`src/hw/rtl/msp_pkg.sv`:
```
// Shared types and constants for the MSP v1 frame receiver.
package msp_pkg;

	localparam int QUEUE_DEPTH = 2;

	localparam logic [7:0] CH_DOLLAR = 8'h24;
	localparam logic [7:0] CH_M      = 8'h4D;
	localparam logic [7:0] CH_REPLY  = 8'h3E;
	localparam logic [7:0] CH_ERROR  = 8'h21;

	localparam logic [1:0] KIND_PAYLOAD = 2'd0;
	localparam logic [1:0] KIND_GOOD    = 2'd1;
	localparam logic [1:0] KIND_BAD     = 2'd2;

	typedef struct packed {
		logic [1:0] kind;
		logic [7:0] payload_byte;
		logic [7:0] byte_index;
		logic [7:0] command_code;
		logic       error_reply;
		logic [7:0] payload_length;
	} item_t;

	typedef struct packed {
		logic full;
		logic not_empty;
	} q_status_t;

endpackage

```
`src/hw/rtl/msp_v1_frame_receiver_core.sv`:
```
// Top level of the MSP v1 reply frame receiver.
//
// Input channel rx: one received serial byte per transfer (rx_valid/rx_ready).
// Output channel res: one item per payload byte (tentative) and one frame-end
// item per checksum byte that reports good or bad (res_valid/res_ready).
// Header, direction, size and command bytes produce no output item.
//
// A byte that produces an item is written into the queue at its transfer, then
// moved from the queue head into the output register, which offers it on res.
// Throughput: one byte per cycle while res is taken each cycle; the front state
// machine advances once per byte and the queue pops once per cycle.
// When res stalls, the queue absorbs up to Depth items plus one in the output
// register; rx_ready drops only when the queue is full.
// Reset (arst_n low) returns the parser to the hunt for '$' and empties the
// queue and the output register.
module msp_v1_frame_receiver_core #(
	parameter int Depth = msp_pkg::QUEUE_DEPTH
) (
	input  logic       clk,
	input  logic       arst_n,
	input  logic       rx_valid,
	output logic       rx_ready,
	input  logic [7:0] rx_byte,
	output logic       res_valid,
	input  logic       res_ready,
	output logic [1:0] item_kind,
	output logic [7:0] payload_byte,
	output logic [7:0] byte_index,
	output logic [7:0] command_code,
	output logic       error_reply,
	output logic [7:0] payload_length
);
	import msp_pkg::*;

	logic      push;
	item_t     push_item;
	item_t     head_item;
	q_status_t q_status;
	logic      pop;
	item_t     res_item;

	msp_front u_front (
		.clk       (clk),
		.arst_n    (arst_n),
		.rx_valid  (rx_valid),
		.rx_ready  (rx_ready),
		.rx_byte   (rx_byte),
		.q_full    (q_status.full),
		.push      (push),
		.push_item (push_item)
	);

	msp_queue #(
		.Depth (Depth)
	) u_queue (
		.clk       (clk),
		.arst_n    (arst_n),
		.push      (push),
		.push_item (push_item),
		.pop       (pop),
		.head_item (head_item),
		.status    (q_status)
	);

	msp_back u_back (
		.clk         (clk),
		.arst_n      (arst_n),
		.q_not_empty (q_status.not_empty),
		.head_item   (head_item),
		.pop         (pop),
		.res_valid   (res_valid),
		.res_ready   (res_ready),
		.res_item    (res_item)
	);

	assign item_kind      = res_item.kind;
	assign payload_byte   = res_item.payload_byte;
	assign byte_index     = res_item.byte_index;
	assign command_code   = res_item.command_code;
	assign error_reply    = res_item.error_reply;
	assign payload_length = res_item.payload_length;

`ifndef SYNTH
	a_full_means_held: assert property (@(posedge clk) disable iff (!arst_n)
		!rx_ready |-> res_valid)
		else $error("queue full while output register is empty");

	a_end_fields_zero: assert property (@(posedge clk) disable iff (!arst_n)
		res_valid && item_kind != KIND_PAYLOAD |-> payload_byte == 8'd0 && byte_index == 8'd0)
		else $error("frame-end item carries payload data");

	a_index_in_frame: assert property (@(posedge clk) disable iff (!arst_n)
		res_valid && item_kind == KIND_PAYLOAD |-> byte_index < payload_length)
		else $error("payload index beyond frame size");

	a_kind_legal: assert property (@(posedge clk) disable iff (!arst_n)
		res_valid |-> item_kind == KIND_PAYLOAD || item_kind == KIND_GOOD
			|| item_kind == KIND_BAD)
		else $error("illegal item kind");
`endif

endmodule

```
`src/hw/rtl/msp_front.sv`:
```
// Front end: frame state machine that classifies each received byte.
module msp_front (
	input  logic           clk,
	input  logic           arst_n,
	input  logic           rx_valid,
	output logic           rx_ready,
	input  logic [7:0]     rx_byte,
	input  logic           q_full,
	output logic           push,
	output msp_pkg::item_t push_item
);
	import msp_pkg::*;

	typedef enum logic [6:0] {
		PH_HUNT    = 7'b0000001,
		PH_DOLLAR  = 7'b0000010,
		PH_M       = 7'b0000100,
		PH_DIR     = 7'b0001000,
		PH_SIZE    = 7'b0010000,
		PH_PAYLOAD = 7'b0100000,
		PH_CSUM    = 7'b1000000
	} phase_t;

	phase_t     phase_q, phase_d;
	logic       err_q, err_d;
	logic [7:0] len_q, len_d;
	logic [7:0] cmd_q, cmd_d;
	logic [7:0] seen_q, seen_d;
	logic [7:0] xor_q, xor_d;
	logic       accept;
	logic       emit;
	item_t      item;

	assign rx_ready  = !q_full;
	assign accept    = rx_valid && !q_full;
	assign push      = accept && emit;
	assign push_item = item;

	always_comb begin
		phase_d = phase_q;
		err_d   = err_q;
		len_d   = len_q;
		cmd_d   = cmd_q;
		seen_d  = seen_q;
		xor_d   = xor_q;
		emit    = 1'b0;
		item.kind           = KIND_PAYLOAD;
		item.payload_byte   = 8'd0;
		item.byte_index     = 8'd0;
		item.command_code   = cmd_q;
		item.error_reply    = err_q;
		item.payload_length = len_q;
		case (phase_q)
			PH_DOLLAR: begin
				if (rx_byte == CH_M)
					phase_d = PH_M;
				else if (rx_byte != CH_DOLLAR)
					phase_d = PH_HUNT;
			end
			PH_M: begin
				if (rx_byte == CH_REPLY || rx_byte == CH_ERROR) begin
					err_d   = (rx_byte == CH_ERROR);
					phase_d = PH_DIR;
				end else begin
					// a '$' here may open a new header
					phase_d = (rx_byte == CH_DOLLAR) ? PH_DOLLAR : PH_HUNT;
				end
			end
			PH_DIR: begin
				len_d   = rx_byte;
				xor_d   = rx_byte;
				seen_d  = 8'd0;
				phase_d = PH_SIZE;
			end
			PH_SIZE: begin
				cmd_d   = rx_byte;
				xor_d   = xor_q ^ rx_byte;
				phase_d = (len_q == 8'd0) ? PH_CSUM : PH_PAYLOAD;
			end
			PH_PAYLOAD: begin
				xor_d             = xor_q ^ rx_byte;
				emit              = 1'b1;
				item.payload_byte = rx_byte;
				item.byte_index   = seen_q;
				seen_d            = seen_q + 8'd1;
				if (seen_d >= len_q)
					phase_d = PH_CSUM;
			end
			PH_CSUM: begin
				emit      = 1'b1;
				item.kind = (xor_q == rx_byte) ? KIND_GOOD : KIND_BAD;
				phase_d   = PH_HUNT;
			end
			default: begin
				phase_d = (rx_byte == CH_DOLLAR) ? PH_DOLLAR : PH_HUNT;
			end
		endcase
	end

	always_ff @(posedge clk or negedge arst_n) begin
		if (!arst_n) begin
			phase_q <= PH_HUNT;
			err_q   <= 1'b0;
			len_q   <= 8'd0;
			cmd_q   <= 8'd0;
			seen_q  <= 8'd0;
			xor_q   <= 8'd0;
		end else if (accept) begin
			phase_q <= phase_d;
			err_q   <= err_d;
			len_q   <= len_d;
			cmd_q   <= cmd_d;
			seen_q  <= seen_d;
			xor_q   <= xor_d;
		end
	end

endmodule

```
`src/hw/rtl/msp_queue.sv`:
```
// Small result queue between the front end and the output stage.
module msp_queue #(
	parameter int Depth = msp_pkg::QUEUE_DEPTH
) (
	input  logic               clk,
	input  logic               arst_n,
	input  logic               push,
	input  msp_pkg::item_t     push_item,
	input  logic               pop,
	output msp_pkg::item_t     head_item,
	output msp_pkg::q_status_t status
);
	import msp_pkg::*;

	localparam int PtrW = (Depth > 1) ? $clog2(Depth) : 1;
	localparam int CntW = $clog2(Depth + 1);
	localparam logic [PtrW-1:0] LastPtr = PtrW'(Depth - 1);

	item_t           mem_q [Depth];
	logic [PtrW-1:0] wr_ptr_q;
	logic [PtrW-1:0] rd_ptr_q;
	logic [CntW-1:0] count_q;

	assign status.full      = (count_q == CntW'(Depth));
	assign status.not_empty = (count_q != '0);
	assign head_item        = mem_q[rd_ptr_q];

	always_ff @(posedge clk) begin
		if (push)
			mem_q[wr_ptr_q] <= push_item;
	end

	always_ff @(posedge clk or negedge arst_n) begin
		if (!arst_n) begin
			wr_ptr_q <= '0;
			rd_ptr_q <= '0;
			count_q  <= '0;
		end else begin
			if (push)
				wr_ptr_q <= (wr_ptr_q == LastPtr) ? '0 : wr_ptr_q + PtrW'(1);
			if (pop)
				rd_ptr_q <= (rd_ptr_q == LastPtr) ? '0 : rd_ptr_q + PtrW'(1);
			if (push && !pop)
				count_q <= count_q + CntW'(1);
			else if (pop && !push)
				count_q <= count_q - CntW'(1);
		end
	end

endmodule

```
`src/hw/rtl/msp_back.sv`:
```
// Output stage: registers the queue head and hands it out on the result channel.
module msp_back (
	input  logic           clk,
	input  logic           arst_n,
	input  logic           q_not_empty,
	input  msp_pkg::item_t head_item,
	output logic           pop,
	output logic           res_valid,
	input  logic           res_ready,
	output msp_pkg::item_t res_item
);
	import msp_pkg::*;

	logic  valid_q;
	item_t item_q;
	logic  take;

	// load whenever the register is empty or its transfer completes
	assign take      = !valid_q || res_ready;
	assign pop       = q_not_empty && take;
	assign res_valid = valid_q;
	assign res_item  = item_q;

	always_ff @(posedge clk) begin
		if (pop)
			item_q <= head_item;
	end

	always_ff @(posedge clk or negedge arst_n) begin
		if (!arst_n)
			valid_q <= 1'b0;
		else if (take)
			valid_q <= q_not_empty;
	end

endmodule

```
`config.mk`:
```
export PLATFORM = sky130hd
export DESIGN_NAME = msp_v1_frame_receiver_core
export DESIGN_NICKNAME = d
export VERILOG_FILES = /design/src/hw/rtl/msp_pkg.sv /design/src/hw/rtl/msp_v1_frame_receiver_core.sv /design/src/hw/rtl/msp_front.sv /design/src/hw/rtl/msp_queue.sv /design/src/hw/rtl/msp_back.sv
export SDC_FILE = /design/constraint.sdc
export NUM_CORES = 1
export LEC_CHECK = 0
export BUFFER_PORTS_ARGS = -buffer_cell sky130_fd_sc_hd__buf_4
export CORE_ASPECT_RATIO = 1.2
export CORE_MARGIN = 8
export CORE_UTILIZATION = 30
export CTS_CLUSTER_SIZE = 25
export DETAILED_ROUTE_END_ITERATION = 7
export HOLD_SLACK_MARGIN = 0.1
export RECOVER_POWER = 100
export SLEW_MARGIN = 5
export SYNTH_ARGS = -nofsm -noshare
export SYNTH_HDL_FRONTEND = slang
export SYNTH_SLANG_ARGS = --single-unit
```
`constraint.sdc`:
```
create_clock -name clk -period 7.05 [get_ports clk]
set_input_delay 0.3525 -clock clk [delete_from_list [all_inputs] [get_ports clk]]
set_output_delay 0.3525 -clock clk [all_outputs]
set_load 0.005 [all_outputs]
```
## Yosys cells after proc, flatten, opt, wreduce, memory -nomap -nowiden

Memory sizes are Yosys's and may differ from the RTL's. A register that Yosys moved wholly into a read port is not among the register bits.
Index checks and enable logic that the tools add are counted.

- Eq/ne operators: 15
- Bitwise logic cells: 1
- Add/sub/neg operators: 5
- Mux-type cells: 19
- Magnitude comparators: 1
- Reduce and logical (&&, ||, !) cells: 24

Operator list:

| operator | number |
|---|---|
| case mux 7 bit (6 select lines) | 1 |
| two-way mux 7 bit | 5 |
| case mux 8 bit (2 select lines) | 2 |
| == test 8 x 6 -> 1 bit (second input constant) | 3 |
| two-way mux 16 bit | 1 |
| two-way mux 2 bit | 5 |
| adder 8 x 1 -> 8 bit (second input constant) | 1 |
| == test 8 x 7 -> 1 bit (second input constant) | 1 |
| == test 8 bit | 1 |
| greater-or-equal comparator 8 bit | 1 |
| logical NOT 8 bit | 1 |
| != test 8 x 6 -> 1 bit (second input constant) | 1 |
| AND reduction 2 bit | 4 |
| nonzero test 2 bit | 4 |
| XOR 8 bit | 1 |
| == test 7 x 2 -> 1 bit (second input constant) | 1 |
| == test 7 x 3 -> 1 bit (second input constant) | 1 |
| == test 7 x 4 -> 1 bit (second input constant) | 1 |
| == test 7 x 5 -> 1 bit (second input constant) | 1 |
| == test 7 x 6 -> 1 bit (second input constant) | 1 |
| == test 7 bit (second input constant) | 1 |
| AND reduction 3 bit | 2 |
| logical AND 1 bit | 5 |
| two-way mux 1 bit | 5 |
| 9 further kinds | 15 |

- Bits in registers: 45
- Memories kept: 1
- Logic and storage cells: 76
- Memory bits (writable): 70
- Output and inout port bits: 37
- Bits of input ports: 12

Memory list:

| name | depth | width | rd ports | clocked after memory_dff | wr ports | line | RTL |
|---|---|---|---|---|---|---|---|
| u_queue.mem_q | 2 | 35 | 1 | 1 | 1 | msp_queue.sv:19 | `item_t mem_q [Depth];` |

## Longest topological paths before layout

- Word-level depth: 8
- Gate-level depth with buffers: 10
- Gate-level depth less buffers: 10

## Modules after synthesis

A second synthesis with hierarchy kept.

- Cells, all modules: 412
- Area, all modules: 6437.4 µm²

Modules (own cells, without submodules):

| module | area an instance (µm²) | times used | sequential area each (µm²) | cells an instance |
|---|---|---|---|---|
| msp_queue | 2865.2 | 1 | 2202.1 | 125 |
| msp_front | 2477.4 | 1 | 1002.2 | 248 |
| msp_back | 1094.8 | 1 | 1076.0 | 39 |

## Worst setup path before layout

No wires, ideal clock.

- Path kind: reg2reg
- Start: reg u_front.phase_q[1]
- End: mem u_queue.mem_q[0][0] in the netlist's numbering, enable pin
- Library setup time: 431 ps
- Period minus slack after synthesis: 3547 ps
- Buffers on the path: 1
- Path slack: 3503 ps
- Cell stages (with the launch flop): 5
- Arrival: 3116 ps
- Cell sequence: dfrtp_1 -> or4_1 -> buf_2 -> nor4_2 -> nor2b_1

- Cells in the longest elaborated chain, start to end: 6

RTL lines:

| what | line | RTL |
|---|---|---|
| from (decl) | msp_front.sv:24 | `phase_t phase_q, phase_d;` |
| from (signal assigned) | msp_front.sv:109 | `phase_q <= phase_d;` |
| == test 7 x 6 -> 1 bit or == test 7 bit (tied branches) | msp_front.sv:53 | `case (phase_q)` |
| OR reduction 2 bit (no source line) (*) | - |  |
| two-way mux 1 bit (*) | msp_front.sv:53 |  |
| logical AND 1 bit (*) | msp_front.sv:36 | `assign push = accept && emit;` |
| net push | msp_v1_frame_receiver_core.sv:35 | `logic push;` |
| two-way mux 1 bit (*) | msp_queue.sv:29 | `if (push)` |
| two-way mux 1 bit (not written as such) (*) | msp_queue.sv:30 | `mem_q[wr_ptr_q] <= push_item;` |
| to (decl) | msp_queue.sv:19 |  |

The timed path passes the listed nets; every way through them passes the cells marked *.

## Worst setup path in the final report

- Start: reg u_front.phase_q[1]
- End: mem u_queue.mem_q[1][6] in the netlist's numbering, enable pin

The elaborated chain is that of the path after synthesis.

==> impl_metrics.env <==
export IMPL_status="finished, violations left"
export IMPL_crit_arrival_ps=3860
export IMPL_crit_fanout=35
export IMPL_hold_path_class="in2reg"
export IMPL_crit_required_ps=7040
export IMPL_worstSetupStartpointType="flop"
export IMPL_nets=508
export IMPL_grt_total_usage=0.103
export IMPL_cts_hold_buf=1
export IMPL_post_cts_resized=0
export IMPL_diodes=0
export IMPL_grt_antenna_before_repair=0
export IMPL_synth_edf_count=105
export IMPL_syn_num_nets=456
export IMPL_synth_compound_area_frac=0.0455
export IMPL_cts_max_level=4
export IMPL_min_period_over_period=0.549
export IMPL_hpwl_um=8660
export IMPL_overflow=0
export IMPL_dieWidth_um=150
export IMPL_wire_per_inst_um=16.9
export IMPL_io_buffers=48
export IMPL_power_density_nw_per_um2=324
export IMPL_dp_cells=736
export IMPL_critical_path_class="reg2reg"
export IMPL_ant_nets=0
export IMPL_fin_setup_tns_ps=0
export IMPL_grt_pass1_vias=3804
export IMPL_synth_simple_gate_area_share=0.114
export IMPL_slew_violations=188
export IMPL_peakVddDrop_mv=0.167
export IMPL_tightestPinTransition_ps=2670
export IMPL_gp_congestion=0.839
export IMPL_cp_num_buf_inv=1
export IMPL_clk_pin_slew_ps=60
export IMPL_vias=3538
export IMPL_grt_max_degree=46
export IMPL_initial_core_util=0.307
export IMPL_dr_pass1_iters=4
export IMPL_grt_pass1_wl_um=21000
export IMPL_rows=58
export IMPL_drive_gt1_frac=0.222
export IMPL_ys_seq_area_frac=0.665
export IMPL_ys_types=57
export IMPL_layout_min_cycle_time_ps=3870
export IMPL_drt_iter0_markers=280
export IMPL_synth_area_mux_share=0.105
export IMPL_clock_root_buffer="clkbuf_16"
export IMPL_total_power_mw=2.47
export IMPL_cts_max_path_buffers=2
export IMPL_syn_to_final_growth_pct=18.4
export IMPL_p_leak_nw=2.90
export IMPL_die_y_um=176
export IMPL_cts_tree="done"
export IMPL_cts_made_buffers=17
export IMPL_drc=0
export IMPL_crit_chain="or4_1 -> nor4_1 -> and2_0 -> clkbuf_1"
export IMPL_layoutNonFillerInstCount=769
export IMPL_pin_count=49
export IMPL_synth_fa_ha_area_frac=0.0195
export IMPL_core_area_um2=21000
export IMPL_post_cts_setup_buffer_count=0
export IMPL_die_area_um2=26400
export IMPL_skew_ps=9.05
export IMPL_finalHoldViolCount=0
export IMPL_rsz0062_at_grt="no"
export IMPL_async_flop_share=0.300
export IMPL_max_stage_delay_ps=1490
export IMPL_synth_cell_area_um2=6430
export IMPL_avgSynthCellArea_um2=14.8
export IMPL_synth_top_family_by_area="simple AND/OR/NAND/NOR gates"
export IMPL_end_kind="flop"
export IMPL_clk_latency_ps=410
export IMPL_routed_via_density=4.60
export IMPL_cts_sink_count=150
export IMPL_maxCapViolations=7
export IMPL_yosys_warnings=0
export IMPL_routed_wl_um=13000
export IMPL_failed_checks="capacitance limit, slew limit"
export IMPL_cp_slowest_cell="clkbuf_1"
export IMPL_ys_seq_elements=150
export IMPL_slew_headroom=-0.779
export IMPL_ys_flop_type="edfxtp_1"
export IMPL_cp_top_family="simple AND/OR/NAND/NOR gates"
export IMPL_setup_violations_final=0
export IMPL_synthCells=434
export IMPL_synth_xor_area_share=0.0286
export IMPL_max_freq_mhz=259
-- through the flow --
step	setup slack (ps)	hold WS (ps)	utilization	instance area, um^2
final	3180	231	0.363	7620
after global routing	2850	241	0.363	7620
after CTS	4320	218	0.368	7730
after detailed placement	4330	410	0.338	7090
after global placement	4370	408	0.338	7090
after floorplan	3500	56.9	-	6430
-- kinds of logic (layout without fill, tap and decap cells) --
family | count (synthesis) | after routing
xor gates and xnor gates | 21 | 21
and+or+nand+nor | 113 | 113
buffers and inverters | 35 | 100
muxes | 60 | 60
DFF | 150 | 150
adders and majority gates | 10 | 10
AOI/OAI and AO/OA | 45 | 45
-- cell usage after synthesis (all sizes together) (2+ instances only) --
cell type | count | share of area
dfrtp | 44 | 0.17
and3 | 20 | 0.019
nor4b | 2 | 0.0037
nand2 | 20 | 0.013
mux2 | 49 | 0.088
a21oi | 4 | 0.0037
nand4 | 5 | 0.0049
nand4b | 2 | 0.0027
nor4 | 8 | 0.012
edfxtp | 105 | 0.49
xor2 | 6 | 0.0082
or3b | 2 | 0.0027
nor3 | 12 | 0.014
ha | 10 | 0.019
clkbuf | 14 | 0.0082
nand2b | 11 | 0.011
xnor2 | 15 | 0.020
nand3b | 2 | 0.0023
nor2 | 8 | 0.0047
mux2i | 11 | 0.017
o21bai | 3 | 0.0035
a21o | 5 | 0.0058
o21a | 2 | 0.0023
buf | 8 | 0.0068
o2bb2ai | 5 | 0.0068
or4 | 2 | 0.0029
o22ai | 2 | 0.0019
o21ai | 19 | 0.015
nand3 | 5 | 0.0039
or4b | 2 | 0.0037
inv | 13 | 0.0076
nor2b | 3 | 0.0029
nor3b | 6 | 0.0070
-- cell type report --
class	count	area, um^2
inverter	13	48.8
multi-input combinational	249	1960
fill	1961	13400
sequential	150	4280
tap	270	338
clock buffer	19	433
timing repair buffer	55	355
clock inverter	13	198
-- registers in the layout, indices dropped and copies added (netlist names) --
| signal | flops |
|---|---|
| u_back.res_valid | 1 |
| u_front.len_q | 8 |
| u_queue.wr_ptr_q | 1 |
| u_front.err_q | 1 |
| u_queue.mem_q | 70 |
| u_front.cmd_q | 8 |
| u_queue.count_q | 2 |
| u_front.xor_q | 8 |
| u_front.phase_q | 7 |
| u_front.seen_q | 8 |
| u_queue.rd_ptr_q | 1 |
| u_back.res_item | 35 |
-- layer usage --
metal | wire length, um | global-route usage | vias up
li1 | - | - | 1721
met4 | 235 | 0.0446 | 0
met1 | 5440 | 0.115 | 1738
met5 | 0 | 0 | -
met2 | 6860 | 0.182 | 62
met3 | 450 | 0.0238 | 17
-- path summary, 6_finish.rpt --
| check | startpoint | to | slack, ps | cells past startpoint |
|---|---|---|---|---|
| setup / recovery | u_front.phase_q[1] | u_queue.mem_q[1][6] | 3180 | 4 |
| hold / removal | res_ready | u_back.res_valid | 230 | 3 |
| setup reg to reg | u_front.phase_q[1] | u_queue.mem_q[1][6] | 3180 | 4 |
| hold reg to reg | u_front.cmd_q[5] | u_queue.mem_q[0][14] | 470 | 0 |
| max in group asynchronous | arst_n | u_front.phase_q[1] | 4190 | 2 |
| min in group asynchronous | arst_n | u_back.res_valid | 1330 | 2 |
-- power breakdown --
| group | leakage (nW) | switching (mW) | internal [mW] | total, mW |
|---|---|---|---|---|
| sequential | 1.54 | 0.0529 | 1.08 | 1.13 |
| combinational | 1.07 | 0.182 | 0.190 | 0.372 |
| clock | 0.297 | 0.364 | 0.600 | 0.963 |
| total | 2.90 | 0.599 | 1.87 | 2.47 |
-- worst register-to-register path, cell delays in order (launching register included) --
cell	delay, ps
dfrtp_1	440
or4_1	700
nor4_1	590
and2_0	200
clkbuf_1	1490
-- layout by cell type (no fill, tap or decap), drive strengths merged, types with 3 or more instances in the layout --
master	n
a21o	5
a21oi	4
and3	20
buf	11
bufinv	4
clkbuf	62
clkinvlp	3
dfrtp	44
edfxtp	105
ha	10
inv	17
mux2	49
mux2i	11
nand2	20
nand2b	11
nand3	5
nand4	5
nor2	8
nor2b	3
nor3	12
nor3b	6
nor4	8
o21ai	19
o21bai	3
o2bb2ai	5
xnor2	15
xor2	6
(Power assumes the default switching activity.)
